### config.mk
export PLATFORM = sky130hd
export DESIGN_NAME = stli_cell
export DESIGN_NICKNAME = d
export VERILOG_FILES = /design/src/design/stli_pkg.sv /design/src/design/stli_cell.sv
export SDC_FILE = /design/constraint.sdc
export NUM_CORES = 1
export LEC_CHECK = 0
export BUFFER_PORTS_ARGS = -buffer_cell sky130_fd_sc_hd__buf_2
export CAP_MARGIN = 15
export CELL_PAD_IN_SITES_DETAIL_PLACEMENT = 1
export CELL_PAD_IN_SITES_GLOBAL_PLACEMENT = 2
export CORE_AREA = 8 8 188 208
export CTS_CLUSTER_SIZE = 20
export DETAILED_ROUTE_END_ITERATION = 6
export DIE_AREA = 0 0 196 216
export PLACE_DENSITY_LB_ADDON = 0.1
export SLEW_MARGIN = 20
export SYNTH_ARGS = -nofsm -noshare
export SYNTH_HDL_FRONTEND = slang
export SYNTH_SLANG_ARGS = --single-unit
### constraint.sdc
create_clock -name clk_i -period 4.2 [get_ports clk_i]
set_input_delay 0.21 -clock clk_i [delete_from_list [all_inputs] [get_ports clk_i]]
set_output_delay 0.21 -clock clk_i [all_outputs]
set_load 0.03 [all_outputs]
### src/design/stli_pkg.sv
// ----------------------------------------------------------------------------
// Sample table interpolator package
// Item types, codes and widths shared by the interpolator modules.
// ----------------------------------------------------------------------------
package stli_pkg;

  typedef enum logic [1:0] {
    KIND_ADD   = 2'd0,
    KIND_QUERY = 2'd1,
    KIND_CLEAR = 2'd2,
    KIND_NONE  = 2'd3
  } kind_e;

  typedef enum logic [2:0] {
    ST_IDLE,
    ST_SCAN,
    ST_SETUP,
    ST_MUL,
    ST_DIV,
    ST_DONE
  } state_e;

  typedef struct packed {
    logic [1:0]         kind;
    logic signed [31:0] sample_time;
    logic signed [31:0] sample_value;
  } in_item_t;

  typedef struct packed {
    logic signed [31:0] interp_value;
    logic signed [31:0] min_value;
    logic signed [31:0] max_value;
    logic               have_samples;
    logic               add_dropped;
    logic [6:0]         entry_total;
  } out_item_t;

  // Running best-neighbour record carried from cell to cell.
  typedef struct packed {
    logic               hit;
    logic signed [31:0] hit_v;
    logic               has_p;
    logic signed [31:0] tp;
    logic signed [31:0] vp;
    logic               has_n;
    logic signed [31:0] tn;
    logic signed [31:0] vn;
  } scan_t;

endpackage

### src/design/stli_cell.sv
// ----------------------------------------------------------------------------
// Sample table cell
// Holds one sample and compares it against the query time when the scan
// token passes by, handing the updated neighbour record onward.
// ----------------------------------------------------------------------------
module stli_cell
  import stli_pkg::*;
(
  input  logic               clk_i,
  input  logic               rst_ni,
  input  logic               wr_i,
  input  logic signed [31:0] wr_t_i,
  input  logic signed [31:0] wr_v_i,
  input  logic               tok_i,
  input  logic               live_i,
  input  logic signed [31:0] qt_i,
  input  scan_t              rec_i,
  output logic               tok_o,
  output scan_t              rec_o
);

  logic signed [31:0] t_q, v_q;
  logic               tok_q;
  scan_t              rec_q, rec_d;

  always_ff @(posedge clk_i) begin
    if (wr_i) begin
      t_q <= wr_t_i;
      v_q <= wr_v_i;
    end
    if (tok_i) begin
      rec_q <= rec_d;
    end
  end

  always_ff @(posedge clk_i or negedge rst_ni) begin
    if (!rst_ni) begin
      tok_q <= 1'b0;
    end else begin
      tok_q <= tok_i;
    end
  end

  always_comb begin
    rec_d = rec_i;
    if (tok_i && live_i && !rec_i.hit) begin
      if (t_q == qt_i) begin
        rec_d.hit   = 1'b1;
        rec_d.hit_v = v_q;
      end else if (t_q < qt_i) begin
        if (!rec_i.has_p || t_q > rec_i.tp) begin
          rec_d.has_p = 1'b1;
          rec_d.tp    = t_q;
          rec_d.vp    = v_q;
        end
      end else if (!rec_i.has_n || t_q < rec_i.tn) begin
        rec_d.has_n = 1'b1;
        rec_d.tn    = t_q;
        rec_d.vn    = v_q;
      end
    end
  end

  assign tok_o = tok_q;
  assign rec_o = rec_q;

endmodule

After elaboration in Yosys (flattened, before gate mapping)
Index checks and enable logic that the tools add are counted.
Storage, ports and cells
  flip-flop bits (word level): 228
  input bits: 264
  output and inout bits: 164
  word-level logic and storage cells: 29
Operators by class
  order comparisons: 3
  equal/unequal tests: 1
  multiplexer cells: 7
  reduce and logical (&&, ||, !) cells: 7
Operators with widths (number)
  2-to-1 mux 65 bit: 4
  2-to-1 mux 163 bit: 1
  2-to-1 mux 130 bit: 1
  < comparator 32 bit: 2
  2-to-1 mux 33 bit: 1
  equality test 32 bit: 1
  > comparator 32 bit: 1
  zero test 1 bit: 3
  logical AND 1 bit: 2
  logical OR 1 bit: 2

Logic depth before layout (Yosys ltp)
Gate-level depths: netlist of run 1.
  depth after elaboration: 6
  gate-level depth with buffers: 11
  mapped depth without buffers: 10

Worst setup path before layout of run 1
Ideal clock, no wire load.
  path kind: flip-flop to flip-flop
  start point: register t_q[25]
  end point: register rec_q (netlist bit rec_o[10]) (data pin)
  setup time: 260 ps
  data arrival time: 2760 ps
  data required time: 3940 ps
  path slack: 1180 ps
  stages on the path, launching flop included: 11
  path buffers: 1
  period minus slack after synthesis: 3020 ps
  path through: edfxtp_1 > ha_1 > nand4_1 > nor4_2 > inv_1 > nor3_2 > a211oi_2 > mux2i_2 > a211oi_4 > buf_2 > mux2_2
RTL lines
  start, declared: RTL line stli_cell.sv:22  | logic signed [31:0] t_q, v_q;
  start signal, assigned: RTL line stli_cell.sv:28  | t_q <= wr_t_i;
  end signal, assigned: RTL line stli_cell.sv:32  | rec_q <= rec_d;
  end, declared: RTL line stli_cell.sv:24  | scan_t rec_q, rec_d;

==> results.toml, run 1 <==
[placed_design]
numPortBuffers = 427
dpl.hpwl_um = 30200
gp_congestion = 0.775
dpl_worst_slack_ps = 529

[global_route]
number_of_global_route_vias_before_repair = 10082
most_used_routing_layer_in_global_routing = "met2"
number_of_antenna_violations_at_the_first_check_in_global_routing = 5
grt_first_pass_wirelength_um = 61800
grt_util_met2 = 0.342
pin_count_of_the_biggest_net_entering_global_routing = 65
grt_use_total = 0.190
grt.met3_usage = 0.0468
grt.overflow.total = 0
met1_usage_grt = 0.217

[cts]
cts-buffers-inserted = 26
htree_num_levels = 1
cts.sink_count = 228
cts.repair_timing.setup_buffer_count = 0
cts_tree = "yes"
clkTransAtPathRegs_ps = 60
worst_skew_pair_later_pin_latency_ps = 550
cts-root-buf = "clkbuf_16"
bufs_on_longest_clock_path = 3

[sta]
final_max_slew_viol_count = 0
setup-tns-final_ps = 0
setup_repair_after_global_routing_missed_its_margin = "false"
skew_ps = 19.4
fin_hold_viols = 0
layout_min_cycle_time_ps = 3680
fmax_ghz = 0.272
slew_headroom = 0.287
final_min_period_over_clock_period = 0.877
setup_viol_count_final = 0
final_critical_path_setup_slack_ps = 518
timing_worst_slew_pin_value_ps = 1070

[finish]
filler_cell_count = 3774
multi_input_gate_area_in_the_final_layout_um2 = 3950
area.sequential_um2 = 6840
synthesis_to_finish_area_growth_pct = 51.1
layout-drive-gt1-share = 0.435
postLayoutCoreUtil = 0.478
final_nets = 1794

[yosys]
synthesis.area_um2 = 11300
dominantRegCellSynth = "edfxtp_1"
synth_most_common_cell = "edfxtp_1"
async_flop_share = 0.00439
ys_types = 42
synth_top_cells_by_area = "edfxtp_1 61%, mux2_2 15%, ha_1 11%, inv_1 3.3%, a21oi_1 1.9%"
yosys_reg_bits = 228
yosys.area.top_type = "edfxtp_1"
synth_edf_count = 227
ys_warn_count = 0
netlist_top_cells_count = "227 x edfxtp_1, 152 x mux2_2, 98 x inv_1"
synth_sequential_area_ratio = 0.607
synth_cells = 760
synthDominantCellAreaShare = 0.605
synth.net_count = 1119
syn-mean-instance-area_um2 = 14.8

[worst_setup_path]
slowest_delay_ps = 480
setup.worst_path.end_class = "register"
crit_fanout = 24
reg2reg_setup_slack_ps = 520
start_kind = "register"
worstPathArrival_ps = 3960
slowest_stage = "edfxtp_1"
crit_type = "reg -> reg"
timing.critical_path.required_ps = 4480
cp_cell_sequence = "ha_1, a21oi_1, o21ai_0, a2111oi_0, a21oi_1, o21ai_0, o2111ai_1, a211oi_4, buf_4, mux2_2"

[job]
drv_cap = 0

[pwr]
power.static_leakage_nw = 7.51
power.density_nw_per_um2 = 355
power.ir.vdd_worst_v = 0.000293

[floorplanning]
die_y_um = 216
boundaryPins = 428
fp.dieArea_um2 = 42300
floorplan.initialDensity = 0.316
die-width_um = 196
area_of_the_core_um2 = 35600
rows = 73

[outcome]
outcome = "finished clean"

[worst_hold_path]
hold_path.class = "in -> reg"

[drt]
drt-initial-drc-count = 250
drt_pass1_iterations = 4
post-route-drc-count = 0
route.detailed.wl_per_inst_um = 21.7
detail_route.vias_per_cell = 4.59
route.antenna.remaining_nets = 0
dr_total_vias = 8758
routed_wl_um = 41400
[path summary, 6_finish.rpt]
path | to | cells past startpoint | start
setup / recovery | rec_o[31] | 10 | t_q[9]
hold / removal | rec_o[47] | 2 | rec_i[47]
setup reg to reg | rec_o[31] | 10 | t_q[9]
hold reg to reg | rec_o[137] | 1 | v_q[7]
max in group asynchronous | tok_o | 3 | rst_ni
min in group asynchronous | tok_o | 3 | rst_ni
[metrics by stage]
| step | hold slack (ps) | power, W | area (µm²) | instances |
|---|---|---|---|---|
| finish | 34.9 | 0.00604 | 17000 | 1910 |
| global route | 7.16 | 0.00631 | 17000 | 1909 |
| CTS | 8.72 | 0.00614 | 17000 | 1904 |
| detailed placement | -14.6 | 0.00380 | 14000 | 1631 |
| global placement | -13.9 | 0.00379 | 14000 | 1631 |
| floorplan | -85.6 | 0.00336 | 11300 | 760 |
[repair_timing]
action | 4_1_cts | 5_1_grt
hold buffers | 226 | 0
hold endpoints to repair | 225 | 0
resized for setup | 0 | 0
[registers in the layout (all words and copies together) (netlist names)]
name	flops
rec_o	163
tok_o	1
t_q	32
v_q	32
[routing by layer]
layer,up-vias,part of all wire
met2,269,0.51
li1,4213,-
met3,66,0.064
met1,4210,0.39
met5,-,0
met4,0,0.030
[cells by family after synthesis]
logic type                 after synthesis  share of synthesized area
AOI/OAI and AO/OA                       84                     0.0447
adders and majority gates               95                      0.106
buffers and inverters                  113                     0.0427
DFF                                    228                      0.607
muxes                                  161                      0.163
and+or+nand+nor                         79                     0.0371
[worst max-delay path, delay by kind of cell (launching register included)]
family	cells	cell delay [ps]
DFF	1	480
muxes	1	400
buffers and inverters	1	420
AOI/OAI and AO/OA	7	1750
adders and majority gates	1	330
[cell type report]
cell class | count | share of cell area
inverters | 98 | 0.0216
diodes | 6 | 0.000882
clock inverters | 13 | 0.00544
repair buffers | 662 | 0.265
flip-flops and latches | 228 | 0.402
multi-input cells | 419 | 0.232
well taps | 450 | 0.0331
clock buffers | 34 | 0.0400
[cell usage in the layout, fill, tap and decap left out, types with 2 or more instances in the layout]
master,count
o21a_1,2
nor2b_1,2
clkinv_1,7
nor2_1,11
a21oi_1,43
clkbuf_1,8
buf_2,425
clkbuf_16,26
edfxtp_1,227
diode_2,6
buf_4,7
dlygate4sd3_1,226
ha_1,95
mux2_4,4
mux2_1,4
o21ai_0,17
and4_1,2
a21o_1,9
nor4_1,2
nand4_1,16
nor3_2,2
buf_12,3
nand2b_1,2
a211oi_1,2
inv_1,98
clkinv_2,4
nand3_1,6
nand2_1,28
mux2_2,152
nor3_1,2
[power breakdown]
part / leakage (nW) / switching, W / total, W / internal, W
combinational: 4.90 / 0.000629 / 0.00114 / 0.000508
sequential: 2.23 / 0.0000863 / 0.00279 / 0.00270
clock: 0.378 / 0.000924 / 0.00212 / 0.00120
(Power assumes the default switching activity.)
==> run 2: changes to the inputs <==
RECOVER_POWER = 50   (was default)
==> run 2 against run 1 <==
Effect of this change:
- the flow now finishes with violations (max-capacitance violations, max-slew violations)
- utilization fell by 0.26 points
- setup slack improved by 20 ps
- sequential power barely moved
- combinational power barely moved
- via count fell by 0.22%
- register-to-register slack improved by 20 ps
- sequential share of layout area rose by 0.22 points
- critical path depth did not move
- first-iteration DRC count rose by 6.8%
- global-route usage did not move
- critical path type unchanged
==> results.toml, run 2 (same netlist as run 1, synthesis figures left out) <==
[worst_hold_path]
hold_endpoint = "rec_o[47]"
worstHoldStart = "rec_i[47]"
holdPathStages = 2
hold_path.class = "in -> reg"

[drt]
drt-initial-drc-count = 267
post-route-drc-count = 0
routed_wl_um = 41400
detail_route.vias_per_cell = 4.58
dr_total_vias = 8739
route.detailed.wl_per_inst_um = 21.7
drt_pass1_iterations = 4
route.antenna.remaining_nets = 0

[pwr]
power.density_nw_per_um2 = 357
p_switching_w = 0.00164
combPwrFrac = 0.186
pwr-share-clk = 0.351
cell_internal_pwr_w = 0.00440
power_switching_share = 0.272
power.static_leakage_nw = 7.33
power_frac_seq = 0.462
power.ir.vdd_worst_v = 0.000293

[worst_setup_path]
reg2reg_setup_slack_ps = 540
timing.reg2reg.worst_path_depth = 10
slowest_stage = "edfxtp_1"
crit_type = "reg -> reg"
start_kind = "register"
slowest_delay_ps = 480
crit_fanout = 24
worstPathArrival_ps = 3940
timing.critical_path.required_ps = 4480
r2r_start = "t_q[9]"
cp_cell_sequence = "ha_1, a21oi_1, o21ai_0, a2111oi_0, a21oi_1, o21ai_0, o2111ai_1, a211oi_4, buf_4, mux2_2"
cp.buffers_inverters = 1
critical-path-top-delay-family = "compound AO/OA/AOI/OAI gates"
regToRegEndpoint = "rec_o[31]"
setup.worst_path.end_class = "register"

[sta]
fin_hold_viols = 0
fmax_ghz = 0.273
slew_headroom = -1.21
setup_viol_count_final = 0
final_max_slew_viol_count = 187
setup-tns-final_ps = 0
setup_repair_after_global_routing_missed_its_margin = "false"
timing_worst_slew_pin_value_ps = 3310
final_min_period_over_clock_period = 0.872
layout_min_cycle_time_ps = 3660
skew_ps = 20.0

[global_route]
most_used_routing_layer_in_global_routing = "met2"
met1_usage_grt = 0.217
grt.met3_usage = 0.0468
number_of_global_route_vias_before_repair = 10082
pin_count_of_the_biggest_net_entering_global_routing = 65
number_of_antenna_violations_at_the_first_check_in_global_routing = 5
grt_first_pass_wirelength_um = 61800
grt_util_met2 = 0.342
grt.overflow.total = 0
grt_use_total = 0.190

[cts]
cts.repair_timing.setup_buffer_count = 0
cts.sink_count = 228
cts-root-buf = "clkbuf_16"
cts_tree = "yes"
bufs_on_longest_clock_path = 3
cts.repair.resized = 0
cts-buffers-inserted = 26
htree_num_levels = 1
worst_skew_pair_later_pin_latency_ps = 550
clkTransAtPathRegs_ps = 60
cts_hold_buffers_added = 226

[floorplanning]
fp.dieArea_um2 = 42300
die-width_um = 196
area_of_the_core_um2 = 35600
rows = 73
floorplan.initialDensity = 0.316
die_y_um = 216
boundaryPins = 428

[placed_design]
numPortBuffers = 427
dpl_cell_area_um2 = 14000
gp_congestion = 0.775
placed_instance_count = 1631
dpl.hpwl_um = 30200

[finish]
largest_register_ff_count = 163
filler_cell_count = 3791
finalInstanceArea_um2 = 16900
layout-drive-gt1-share = 0.389
final_nets = 1794
synthesis_to_finish_area_growth_pct = 50.3
layout_commonest_cell = "buf_2"
instances_no_fill = 1910
layout_common_cells = "359 x buf_2, 227 x edfxtp_1, 226 x dlygate4sd3_1"

[outcome]
failed_checks = "max-capacitance violations, max-slew violations"
outcome = "finished, violations left"

[job]
drv_cap = 3
-- run 2: cell count changes in the layout (fill, tap and decap cells not counted) --
cell      delta
buf_2       -66
buf_4        -3
clkbuf_1    +67
clkbuf_2     +2
-- run 2: how the worst max path moves through the flow --
stage          startpoint   endpoint  slack [ps]  depth (start not counted)
4_1_cts            t_q[9]  rec_o[18]         480                         10
5_1_grt            t_q[9]  rec_o[31]         270                         10
2_1_floorplan     t_q[25]  rec_o[10]        1180                         10
3_5_place_dp       t_q[9]  rec_o[18]         530                         10
3_3_place_gp       t_q[9]  rec_o[36]         570                         10
6_report           t_q[9]  rec_o[31]         540                         10
-- run 2: area by class of cell --
| type | instances | area, µm² | share of cell area |
|---|---|---|---|
| repair buffers | 662 | 4420 | 0.261 |
| inverters | 98 | 368 | 0.0217 |
| well taps | 450 | 563 | 0.0333 |
| clock buffers | 34 | 681 | 0.0402 |
| flip-flops and latches | 228 | 6840 | 0.404 |
| multi-input cells | 419 | 3950 | 0.233 |
| diodes | 6 | 15.0 | 0.000887 |
| clock inverters | 13 | 92.6 | 0.00547 |
-- run 2: power by group through the flow --
stage / Combinational [W] / Clock (W) / Sequential, W
floorplan: 0.000332 / 0 / 0.00303
CTS: 0.00115 / 0.00219 / 0.00279
global route: 0.00123 / 0.00227 / 0.00281
finish: 0.00112 / 0.00212 / 0.00279
global placement: 0.000958 / 0 / 0.00283
detailed placement: 0.000969 / 0 / 0.00283
-- run 2: metal layers --
layer  vias up  routed length, µm  part of all wire
met5         -                  0                 0
met4         0               1270             0.031
met3        68               2650             0.064
met2       279              21100              0.51
li1       4208                  -                 -
met1      4184              16400              0.40
-- run 2: metrics by stage --
stage	util	worst slack, ps	hold WS (ps)	power, W
after floorplan	-	1180	-85.6	0.00336
after global placement	0.392	568	-13.9	0.00379
after detailed placement	0.392	529	-14.6	0.00380
after CTS	0.477	485	8.72	0.00614
after global routing	0.475	273	7.16	0.00631
final	0.475	538	25.8	0.00604
