## config.mk

```make
export PLATFORM = sky130hd
export DESIGN_NAME = stli_divider
export DESIGN_NICKNAME = d
export VERILOG_FILES = /design/src/design/stli_pkg.sv /design/src/design/stli_divider.sv
export SDC_FILE = /design/constraint.sdc
export NUM_CORES = 1
export LEC_CHECK = 0
export ABC_AREA = 1
export BUFFER_PORTS_ARGS = -buffer_cell sky130_fd_sc_hd__buf_2
export CORE_ASPECT_RATIO = 1.5
export CORE_MARGIN = 5
export CORE_UTILIZATION = 54
export CTS_BUF_LIST = sky130_fd_sc_hd__clkbuf_8
export DETAILED_ROUTE_END_ITERATION = 8
export GPL_ROUTABILITY_DRIVEN = 0
export GPL_TIMING_DRIVEN = 1
export PLACE_DENSITY = 0.8
export REMOVE_ABC_BUFFERS = 1
export SLEW_MARGIN = 20
export SYNTH_ARGS = -nofsm -noshare
export SYNTH_HDL_FRONTEND = slang
export SYNTH_SLANG_ARGS = --single-unit
```

## constraint.sdc

```tcl
create_clock -name clk_i -period 4 [get_ports clk_i]
set_input_delay 0.4 -clock clk_i [delete_from_list [all_inputs] [get_ports clk_i]]
set_output_delay 0.4 -clock clk_i [all_outputs]
set_load 0.01 [all_outputs]
```

## src/design/stli_pkg.sv

```systemverilog
// ----------------------------------------------------------------------------
// Sample table interpolator package
// Item types, codes and widths shared by the interpolator modules.
// ----------------------------------------------------------------------------
package stli_pkg;

  typedef enum logic [1:0] {
    KIND_ADD   = 2'd0,
    KIND_QUERY = 2'd1,
    KIND_CLEAR = 2'd2,
    KIND_NONE  = 2'd3
  } kind_e;

  typedef enum logic [2:0] {
    ST_IDLE,
    ST_SCAN,
    ST_SETUP,
    ST_MUL,
    ST_DIV,
    ST_DONE
  } state_e;

  typedef struct packed {
    logic [1:0]         kind;
    logic signed [31:0] sample_time;
    logic signed [31:0] sample_value;
  } in_item_t;

  typedef struct packed {
    logic signed [31:0] interp_value;
    logic signed [31:0] min_value;
    logic signed [31:0] max_value;
    logic               have_samples;
    logic               add_dropped;
    logic [6:0]         entry_total;
  } out_item_t;

  // Running best-neighbour record carried from cell to cell.
  typedef struct packed {
    logic               hit;
    logic signed [31:0] hit_v;
    logic               has_p;
    logic signed [31:0] tp;
    logic signed [31:0] vp;
    logic               has_n;
    logic signed [31:0] tn;
    logic signed [31:0] vn;
  } scan_t;

endpackage

```

## src/design/stli_divider.sv

```systemverilog
// ----------------------------------------------------------------------------
// Serial signed divider
// Restoring division of a 66-bit magnitude by a 33-bit magnitude, one
// quotient bit a cycle, quotient truncated toward zero.
// ----------------------------------------------------------------------------
module stli_divider
  import stli_pkg::*;
(
  input  logic               clk_i,
  input  logic               rst_ni,
  input  logic               start_i,
  input  logic signed [65:0] num_i,
  input  logic signed [33:0] den_i,
  output logic               busy_o,
  output logic signed [31:0] quo_o
);

  logic [65:0] rem_q, quo_q;
  logic [32:0] den_q;
  logic        neg_q, busy_q;
  logic [6:0]  cnt_q;
  logic [66:0] trial;
  logic [65:0] nmag;

  assign nmag  = num_i[65] ? 66'(-num_i) : 66'(num_i);
  assign trial = {rem_q, quo_q[65]} - {34'd0, den_q};

  always_ff @(posedge clk_i) begin
    if (start_i) begin
      rem_q <= '0;
      quo_q <= nmag;
      den_q <= den_i[32:0];
      neg_q <= num_i[65];
    end else if (busy_q) begin
      if (!trial[66]) begin
        rem_q <= trial[65:0];
        quo_q <= {quo_q[64:0], 1'b1};
      end else begin
        rem_q <= {rem_q[64:0], quo_q[65]};
        quo_q <= {quo_q[64:0], 1'b0};
      end
    end
  end

  always_ff @(posedge clk_i or negedge rst_ni) begin
    if (!rst_ni) begin
      busy_q <= 1'b0;
      cnt_q  <= '0;
    end else if (start_i) begin
      busy_q <= 1'b1;
      cnt_q  <= 7'd65;
    end else if (busy_q) begin
      cnt_q  <= cnt_q - 7'd1;
      busy_q <= (cnt_q != 7'd0);
    end
  end

  assign busy_o = busy_q;
  assign quo_o  = neg_q ? 32'(-quo_q[31:0]) : quo_q[31:0];

endmodule

```

Word-level counts from Yosys, hierarchy flattened:

Cells that the tools add are included.

* register bits: 174
* output and inout port bits: 33
* word-level logic and storage cells: 22

* add/sub/neg operators: 4
* muxes and demuxes: 10
* reductions and logical operators: 2

Operators with widths (count)
* $mux 66: 4
* $sub 67x33->67: 1
* $neg 66->66: 1
* $mux 32: 1
* $neg 32->32: 1
* $mux 7: 2
* $reduce_bool 7->1: 1
* $sub 7x1->7 const B: 1
* $mux 1: 3
* $reduce_bool 2->1: 1

Depth between registers and ports, before layout:

Gate-level depths: netlist of run 1.

* word-level depth: 4
* depth in mapped cells: 20

Least setup slack after synthesis of run 1:

Ideal clock, no wire load.

* path type: flip-flop to flip-flop
* start point: register busy_q (netlist: busy_o)
* end point: register quo_q[0] (enable)
* arrival: 2.046 ns
* setup slack: 1.533 ns
* stages on the path, launching flop included: 4
* cell sequence: dfrtp_1 nor2_1 clkbuf_1 inv_1

* cells in the longest elaborated chain, start to end: 1

Ends and longest elaborated chain
* start: declaration: RTL line stli_divider.sv:20 `logic neg_q, busy_q;`
* start signal: assignment: RTL line stli_divider.sv:54 `busy_q <= (cnt_q != 7'd0);`
* $reduce_bool 2->1 (no source line)
* end signal: assignment: RTL line stli_divider.sv:31 `quo_q <= nmag;`
* end signal: assignment: RTL line stli_divider.sv:37 `quo_q <= {quo_q[64:0], 1'b1};`
* end signal: assignment: RTL line stli_divider.sv:40 `quo_q <= {quo_q[64:0], 1'b0};`
* end: declaration: RTL line stli_divider.sv:18 `logic [65:0] rem_q, quo_q;`

Every way passes these cells.
A chain may end at the register's enable or synchronous reset.

Final worst setup path of run 1:

* start point: register quo_q[0]
* end point: output port quo_o[26]

* cells in the longest elaborated chain, start to end: 2

Ends and longest elaborated chain
* $neg 32->32: RTL line stli_divider.sv:59 `assign quo_o = neg_q ? 32'(-quo_q[31:0]) : quo_q[31:0];`
* $mux 32: RTL line stli_divider.sv:59
* end: declaration: RTL line stli_divider.sv:15 `output logic signed [31:0] quo_o`

Every way passes these cells.

==> results.toml, run 1 <==
[drt]
drc_errors = 0
post_drt_wl_per_cell_um = 15.2
drtIter0Drc = 1351
postRouteAntennaNets = 0
vias_per_cell = 5.40
vias = 15400
drtPass1Iterations = 6
wirelength_mm = 43.3

[pwr]
p_clk_share_pct = 30.0
total_power_mw = 4.31
p_sw_share_pct = 31.4
p_sw_mw = 1.35
ir_drop_mv = 0.224
power_density_nw_per_um2 = 271
p_int_mw = 2.96
combinationalPowerShare_pct = 20.6
leakage_nw = 8.55
power_frac_seq_pct = 49.4

[finish]
final_cell_area_um2 = 15900
fin_nets = 2643
antennaDiodeCount = 0
drive_above_1_share_pct = 8.79
fin_cells = 2852
area_growth_pct = 9.06

[floorplanning]
die-area_um2 = 30400
chipWidth_um = 144
start_util_pct = 54.8
die_y_um = 211
io_pins = 136
coreArea_um2 = 26600
row_count = 73

[cts]
cts_root_buffer = "clkbuf_8"
clock_sinks = 174
clk_pin_slew_ns = 0.10
postCtsHoldBufs = 1
clock_latency_ns = 0.49
cts-resized-gates = 0
numCtsBuffers = 17
clockBufferDepth = 2
postCtsSetupBuffers = 0
cts_tree = "done"
cts.htree.levels = 4

[timing]
fmax_ghz = 0.281
post-route-period-util_pct = 89.1
grt_setup_unrepaired = "false"
slew_headroom_pct = 25.9
tightest_slew_ns = 1.11
period_needed_ns = 3.56
skew_ns = 0.0134
tns_ns = 0
hold_viol_final = 0
setup_viol = 0
maxSlewViolCount = 0

[place]
hpwl_mm = 33.2
dp.cells = 2819
placed_area_um2 = 15500
io_buffers = 134

[global_route]
grt_pass1_vias = 15100
overflow = 0
use_met2_pct = 50.9
grt_max_degree = 68
grt_util_met1_pct = 32.0
grt_first_pass_wirelength_mm = 70.6
grtUsageTotal_pct = 28.8
antenna_found_initial = 3
grt_most_used_layer = "met2"
use_met3_pct = 4.64

[yosys]
ys_types = 43
avgSynthCellArea_um2 = 6.08
synthCells = 2396
ys.warnings.count = 0
yosysTopAreaCellShare_pct = 25.4
syn_area_um2 = 14600
synth_area_leaders = "nand2_1 (25%), edfxtp_1 (21%), dfxtp_1 (9.1%), inv_1 (9.0%), nor2_1 (6.1%)"
post-synth-top-area-cell = "nand2_1"
synth_common_cells = "nand2_1 (987), inv_1 (351), nor2_1 (235)"
synth_seq_area_share_pct = 31.0
synth_flop_cell = "edfxtp_1"
synth_most_common_cell = "nand2_1"
synth_edf_count = 100
synth_seq_cells = 174
synthArstFlopShare_pct = 4.60

[run_status]
status = "complete, no violations"

[setup_path]
setup.worst_path.class = "flip-flop to primary output"
max_stage_delay_ns = 0.58
arrival_ns = 3.16
crit_required_ns = 3.60
path_delay_family = "compound AO/OA/AOI/OAI gates"
cp-start-kind = "flip-flop"
cp-end-kind = "primary output"
cp_max_fo = 3
cp.buffers_inverters = 3
slowest_stage = "o31ai_1"
path_cells = "inv_1 > ha_1 > inv_1 > nor2_1 > nand3_1 > nor2_1 > nand2_1 > o31ai_1 > o21ai_0 > xor2_1 > buf_2"

[worst_hold_path]
hp-class = "input port to flip-flop"

[run]
maxCapViolCount = 0
[metal layers]
layer	up-vias	wire, um
met1	6827	16000
met5	-	44
li1	7656	-
met2	704	21300
met3	220	2990
met4	6	3040
[cell usage in the layout (no fill, tap or decap), types with 43 or more instances in the layout]
cell	netlist	layout
buf_2	5	133
dfxtp_1	66	66
edfxtp_1	100	100
inv_1	351	350
nand2_1	987	987
nand3_1	164	164
nand4_1	44	44
nor2_1	235	233
nor3_1	43	43
o21ai_0	65	65
xor2_1	70	70
[cell families (layout without fill, tap and decap cells)]
| family | after synthesis | in the layout | synth area share, % |
|---|---|---|---|
| compound gates | 131 | 131 | 4.87 |
| fa+ha+maj | 38 | 38 | 3.31 |
| simple gates | 1529 | 1529 | 43.2 |
| xor+xnor | 103 | 103 | 6.19 |
| flops | 174 | 174 | 31.0 |
| buf+inv | 421 | 540 | 11.4 |
[worst register-to-register path: stages (launching register included)]
cell and delay, ns:
edfxtp_1 0.33, inv_1 0.04, ha_1 0.34, nand2_2 0.17, inv_2 0.05, a21oi_2 0.22, inv_1 0.07, a21oi_1 0.20
and2_1 0.49, nand4_1 0.19, nand2_2 0.13, buf_12 0.28, nand2_1 0.16, nand2_1 0.11, nand2_1 0.06, nand2_1 0.09
[registers in the layout (all words and copies together), names as in the netlist]
register / count
quo_q: 66
rem_q: 66
den_q: 33
cnt_q: 7
busy_o: 1
neg_q: 1
[metrics by stage]
| step | hold slack (ns) | utilization, % | setup WS (ns) |
|---|---|---|---|
| finish | 0.0845 | 59.8 | 0.437 |
| global route | 0.0574 | 59.8 | 0.225 |
| CTS | 0.0598 | 59.8 | 0.453 |
| detailed placement | 0.254 | 58.3 | 1.03 |
| global placement | 0.250 | 58.3 | 1.10 |
| floorplan | 0.104 | - | -0.945 |
[power groups by stage]
stage          combinational (mW)  clock (mW)  sequential (mW)
4_1_cts                     0.886        1.31             2.13
2_1_floorplan               0.551           0             2.15
6_report                    0.888        1.29             2.13
3_5_place_dp                0.881           0             2.17
3_3_place_gp                0.860           0             2.16
5_1_grt                     0.995        1.38             2.15
[path summary, 6_finish.rpt]
kind,cells after the start,startpoint,end,slack (ns)
max,11,quo_q[0]$_DFFE_PP_,quo_o[26],0.44
min,1,den_i[11],den_q[11]$_DFFE_PP_,0.08
max reg2reg,15,den_q[28]$_DFFE_PP_,rem_q[52]$_SDFFE_PP0P_,1.01
min reg2reg,2,rem_q[4]$_SDFFE_PP0P_,rem_q[4]$_SDFFE_PP0P_,0.48
max in group asynchronous,2,rst_ni,cnt_q[0]$_DFFE_PN0P_,3.54
min in group asynchronous,2,rst_ni,cnt_q[4]$_DFFE_PN0P_,0.29
[layout make-up]
type                            count  area [um^2]
Clock buffer                       19          262
Clock inverter                     13          138
Fill cell                        2577        10700
Inverter                          364         1370
Multi-Input combinational cell   1801         8410
Sequential cell                   174         4520
Tap cell                          337          422
Timing Repair Buffer              144          776
Power figures use the tool's default switching activity.
==> run 2: changes to the inputs <==
REMOVE_ABC_BUFFERS = unset   (was 1)
==> run 2 against run 1 <==
Die area stayed put. Register-to-register slack better by 0.06 ns. Hold slack worse by 0.023 ns. Non-clock buffer count is 2 higher. Sequential power hardly changed. Cell count is 0.18% higher. Clock power is 5% lower. Sequential cell count stayed put. Design area hardly changed. Total power is 1.5% lower. Count of clock-buffer cells in the layout is 2 lower. Largest power group unchanged. Highest routed layer unchanged.
==> results.toml, run 2 (synthesized netlist as in run 1, its figures left out) <==
[cts]
cts_root_buffer = "clkbuf_8"
cts_tree = "done"
cts.htree.levels = 4
clk_pin_slew_ns = 0.11
clock_sinks = 174
clock_latency_ns = 0.51
numCtsBuffers = 17
clockBufferDepth = 2

[run]
maxCapViolCount = 0

[finish]
seqCellArea_um2 = 4520
multi_input_area_um2 = 8410
fill_cells = 2558
fin_nets = 2645
final_common_cell = "nand2_1"
drive_above_1_share_pct = 8.90
area_growth_pct = 9.07
top_regs = "quo_q x66, rem_q x66, den_q x33"
final_cell_mix = "nand2_1 (987), inv_1 (349), nor2_1 (233)"

[global_route]
grt_first_pass_wirelength_mm = 69.3
grt_max_degree = 73
use_met2_pct = 49.2
antenna_found_initial = 6
use_met3_pct = 4.92
grtUsageTotal_pct = 28.2
grt_most_used_layer = "met2"
overflow = 0
grt_util_met1_pct = 29.9
grt_pass1_vias = 15100

[floorplanning]
coreArea_um2 = 26600
chipWidth_um = 144
die-area_um2 = 30400
io_pins = 136
die_y_um = 211
start_util_pct = 54.8
row_count = 73

[drt]
vias_per_cell = 5.39
drtIter0Drc = 1259
wirelength_mm = 42.4
postRouteAntennaNets = 0
vias = 15400
drc_errors = 0
post_drt_wl_per_cell_um = 14.8
drtPass1Iterations = 6

[timing]
tightest_slew_ns = 0.877
setup_viol = 0
skew_ns = 0.0157
period_needed_ns = 3.49
tns_ns = 0
fmax_ghz = 0.286
grt_setup_unrepaired = "false"
hold_viol_final = 0
maxSlewViolCount = 0
post-route-period-util_pct = 87.3
slew_headroom_pct = 41.0

[setup_path]
cp-end-kind = "primary output"
cp_max_fo = 4
r2r_slack_ns = 1.07
setup.worst_path.class = "flip-flop to primary output"
crit_required_ns = 3.60
cp-start-kind = "flip-flop"
timing.rr.start = "den_q[29]$_DFFE_PP_"
arrival_ns = 3.09
r2r_end = "rem_q[32]$_SDFFE_PP0P_"
ff2ff_path_depth = 14

[worst_hold_path]
hold_depth = 1
holdCritStartpoint = "den_i[23]"
holdPathEnd = "den_q[23]$_DFFE_PP_"
hp-class = "input port to flip-flop"

[place]
io_buffers = 134
hpwl_mm = 32.9

[pwr]
leakage_nw = 8.55
total_power_mw = 4.24
ir_drop_mv = 0.235
power_density_nw_per_um2 = 267

[yosys]
syn-num-nets = 2537

[run_status]
status = "complete, no violations"
## run 2: worst max path at each step
stage | start | to | slack (ns) | cells past startpoint
floorplan | busy_o$_DFF_PN0_ | quo_q[0]$_DFFE_PP_ | 1.53 | 3
global placement | den_q[29]$_DFFE_PP_ | quo_q[0]$_DFFE_PP_ | 1.15 | 12
detailed placement | quo_q[65]$_DFFE_PP_ | quo_q[0]$_DFFE_PP_ | 1.12 | 13
finish | quo_q[2]$_DFFE_PP_ | quo_o[31] | 0.51 | 10
CTS | quo_q[2]$_DFFE_PP_ | quo_o[31] | 0.55 | 10
global route | quo_q[2]$_DFFE_PP_ | quo_o[31] | 0.38 | 10
## run 2: critical path, stage by stage, from the launching register on
cell      delay [ns]
edfxtp_1        0.49
nor3_1          0.35
nand4_1         0.19
nor2_1          0.22
nand2_1         0.10
nor2_1          0.14
nand2_1         0.12
o21ai_0         0.33
nand2_1         0.19
xor2_1          0.28
buf_2           0.19
## run 2: layout make-up
| cell class | count | area share (%) |
|---|---|---|
| repair buffers | 146 | 4.97 |
| well taps | 337 | 2.65 |
| inverters | 364 | 8.60 |
| diodes | 3 | 0.0472 |
| clock inverters | 15 | 0.905 |
| multi-input cells | 1801 | 52.9 |
| clock buffers | 17 | 1.47 |
| flip-flops and latches | 174 | 28.5 |
## run 2: report_power, final
group	internal [mW]	switching [mW]
combinational	0.319	0.564
sequential	2.05	0.0941
clock	0.461	0.759
## run 2: through the flow
stage	util [%]	cells	setup slack [ns]	hold slack, ns	cell area [um^2]
detailed placement	58.3	2821	1.12	0.252	15500
CTS	59.8	2854	0.554	0.0416	15900
global route	59.8	2856	0.382	0.0343	15900
finish	59.8	2857	0.509	0.0615	15900
global placement	58.3	2821	1.15	0.249	15500
floorplan	-	2396	1.53	0.104	14600
## run 2: metal layers
metal  vias up  wire length (um)  share of wire (%)
li1       7673                 -                  -
met1      6795             15000                 35
met2       709             20600                 49
met3       219              3220                7.6
met4         4              3530                8.3
met5         -                19              0.045
## run 2: repair_timing
item | CTS | global route
resized for setup | 0 | 0
hold endpoints to repair | 8 | 0
buffers inserted | 0 | 0
hold buffers | 1 | 0
==> run 3: changes to the inputs <==
PLACE_DENSITY = 0.71   (was 0.8)
==> run 3 against run 2 <==
Non-clock buffer count rose by 2. Combinational power rose by 1%. Critical path depth did not move. Largest power group unchanged. Critical endpoint unchanged. Design area rose by 0.17%. Sequential power barely moved. Utilization rose by 0.10 points.
==> results.toml, run 3 (synthesized netlist as in run 1, its figures left out) <==
[run_status]
status = "complete, no violations"

[timing]
hold_viol_final = 0
skew_ns = 0.0142
tns_ns = 0
post-route-period-util_pct = 88.7
slew_headroom_pct = 48.8
maxSlewViolCount = 0
grt_setup_unrepaired = "false"
period_needed_ns = 3.55
tightest_slew_ns = 0.768
setup_viol = 0
fin_ws_ns = 0.452
fmax_ghz = 0.282

[setup_path]
slowest_stage = "edfxtp_1"
cp-start-kind = "flip-flop"
path_cells = "nor3_1 > nand4_1 > nor2_1 > nand2_1 > nor2_1 > nand2_1 > o21ai_0 > nand2_1 > xor2_1 > buf_2"
max_stage_delay_ns = 0.49
crit_required_ns = 3.60
path_delay_family = "simple AND/OR/NAND/NOR gates"
arrival_ns = 3.15
timing.rr.start = "quo_q[65]$_DFFE_PP_"
cp.buffers_inverters = 1
setup.worst_path.class = "flip-flop to primary output"
cp-startpoint = "quo_q[2]$_DFFE_PP_"
cp_max_fo = 4
cp-end-kind = "primary output"
critPathMostFrequentCell = "nand2_1"

[global_route]
grt_max_degree = 68
overflow = 0
grtUsageTotal_pct = 29.1
grt_pass1_vias = 14800
grt_first_pass_wirelength_mm = 70.6
antenna_found_initial = 7

[cts]
postCtsHoldBufs = 1
clock_sinks = 174
postCtsSetupBuffers = 0
cts_root_buffer = "clkbuf_8"
clk_pin_slew_ns = 0.10
cts.htree.levels = 4
cts_tree = "done"
cts-resized-gates = 0
clock_latency_ns = 0.52
clockBufferDepth = 2
numCtsBuffers = 17

[drt]
wl_met1_mm = 16.0
vias_per_cell = 5.32
drtIter0Drc = 1136
postRouteAntennaNets = 0
wl_met3_mm = 2.44
drtPass1Iterations = 6
route.met2.wl_mm = 22.0
post_drt_wl_per_cell_um = 15.3
wirelength_mm = 43.6
top_layer_used = "met5"
drc_errors = 0
vias = 15200

[finish]
area_growth_pct = 9.26
final_cell_mix = "nand2_1 (987), inv_1 (350), nor2_1 (233)"
fin_nets = 2647
fin_util_pct = 59.9
top_regs = "quo_q x66, rem_q x66, den_q x33"
final_common_cell = "nand2_1"
drive_above_1_share_pct = 8.93

[floorplanning]
die-area_um2 = 30400
coreArea_um2 = 26600
chipWidth_um = 144
die_y_um = 211
row_count = 73
io_pins = 136
start_util_pct = 54.8

[place]
hpwl_mm = 34.4
io_buffers = 134
post-place-ws_ns = 0.789

[pwr]
ir_drop_mv = 0.215
power_density_nw_per_um2 = 273
leakage_nw = 8.58
total_power_mw = 4.34

[worst_hold_path]
holdCritStartpoint = "den_i[9]"
hp-class = "input port to flip-flop"

[run]
maxCapViolCount = 0

[yosys]
syn-num-nets = 2537
-- run 3: changes by cell type in the layout (fill, tap and decap cells not counted), sizes merged --
cell,change
inv,+1
bufinv,+2
clkinv,-3
clkbuf,+1
clkinvlp,-1
buf,+2
-- run 3: per-stage QoR --
stage	area [um^2]	instances	hold slack (ns)
final	15900	2859	0.0508
after floorplan	14600	2396	0.104
after CTS	15900	2856	0.0247
after detailed placement	15500	2823	0.252
after global routing	15900	2858	0.0224
after global placement	15500	2823	0.247
-- run 3: report_power, final --
part           total [mW]  switching (mW)  leakage, nW  internal (mW)
Sequential           2.13          0.0846         1.67           2.05
Combinational       0.892           0.572         6.69          0.321
Clock                1.32           0.733        0.215          0.587
Total                4.34            1.39         8.58           2.95
-- run 3: metal layers --
metal / up-vias / track usage, %
met3: 182 / 4.94
met4: 8 / 18.9
li1: 7685 / -
met2: 532 / 52.0
met1: 6797 / 31.1
met5: - / 0
-- run 3: layout make-up --
class,instances,area [um^2]
inverter,364,1370
tap,337,422
timing repair buffer,148,793
antenna,3,7.51
clock inverter,14,155
multi-input combinational,1801,8410
clock buffer,18,248
sequential,174,4520
fill,2708,10700
-- run 3: worst reg2reg max path, cell delays in order (launching register included) --
cell and delay (ns):
edfxtp_1 0.37, inv_1 0.08, ha_1 0.14, inv_1 0.08, fa_1 0.44, nand3_1 0.13
nand3_2 0.13, nand2_1 0.08, nand2_1 0.14, nand2_2 0.25, nand4_1 0.14, nand2_2 0.46
buf_4 0.42, nand2_1 0.14, nand3_1 0.11, nand2_1 0.05
-- run 3: path summary, 6_finish.rpt --
path                                               end  slack (ns)  cells past startpoint
worst min register to register   rem_q[7]$_SDFFE_PP0P_        0.48                      2
worst max-delay path                         quo_o[31]        0.45                     10
max in group asynchronous         cnt_q[0]$_DFFE_PN0P_        3.58                      2
worst max register to register  rem_q[10]$_SDFFE_PP0P_        0.73                     15
worst min-delay path                den_q[9]$_DFFE_PP_        0.05                      1
min in group asynchronous         cnt_q[3]$_DFFE_PN0P_        0.25                      2
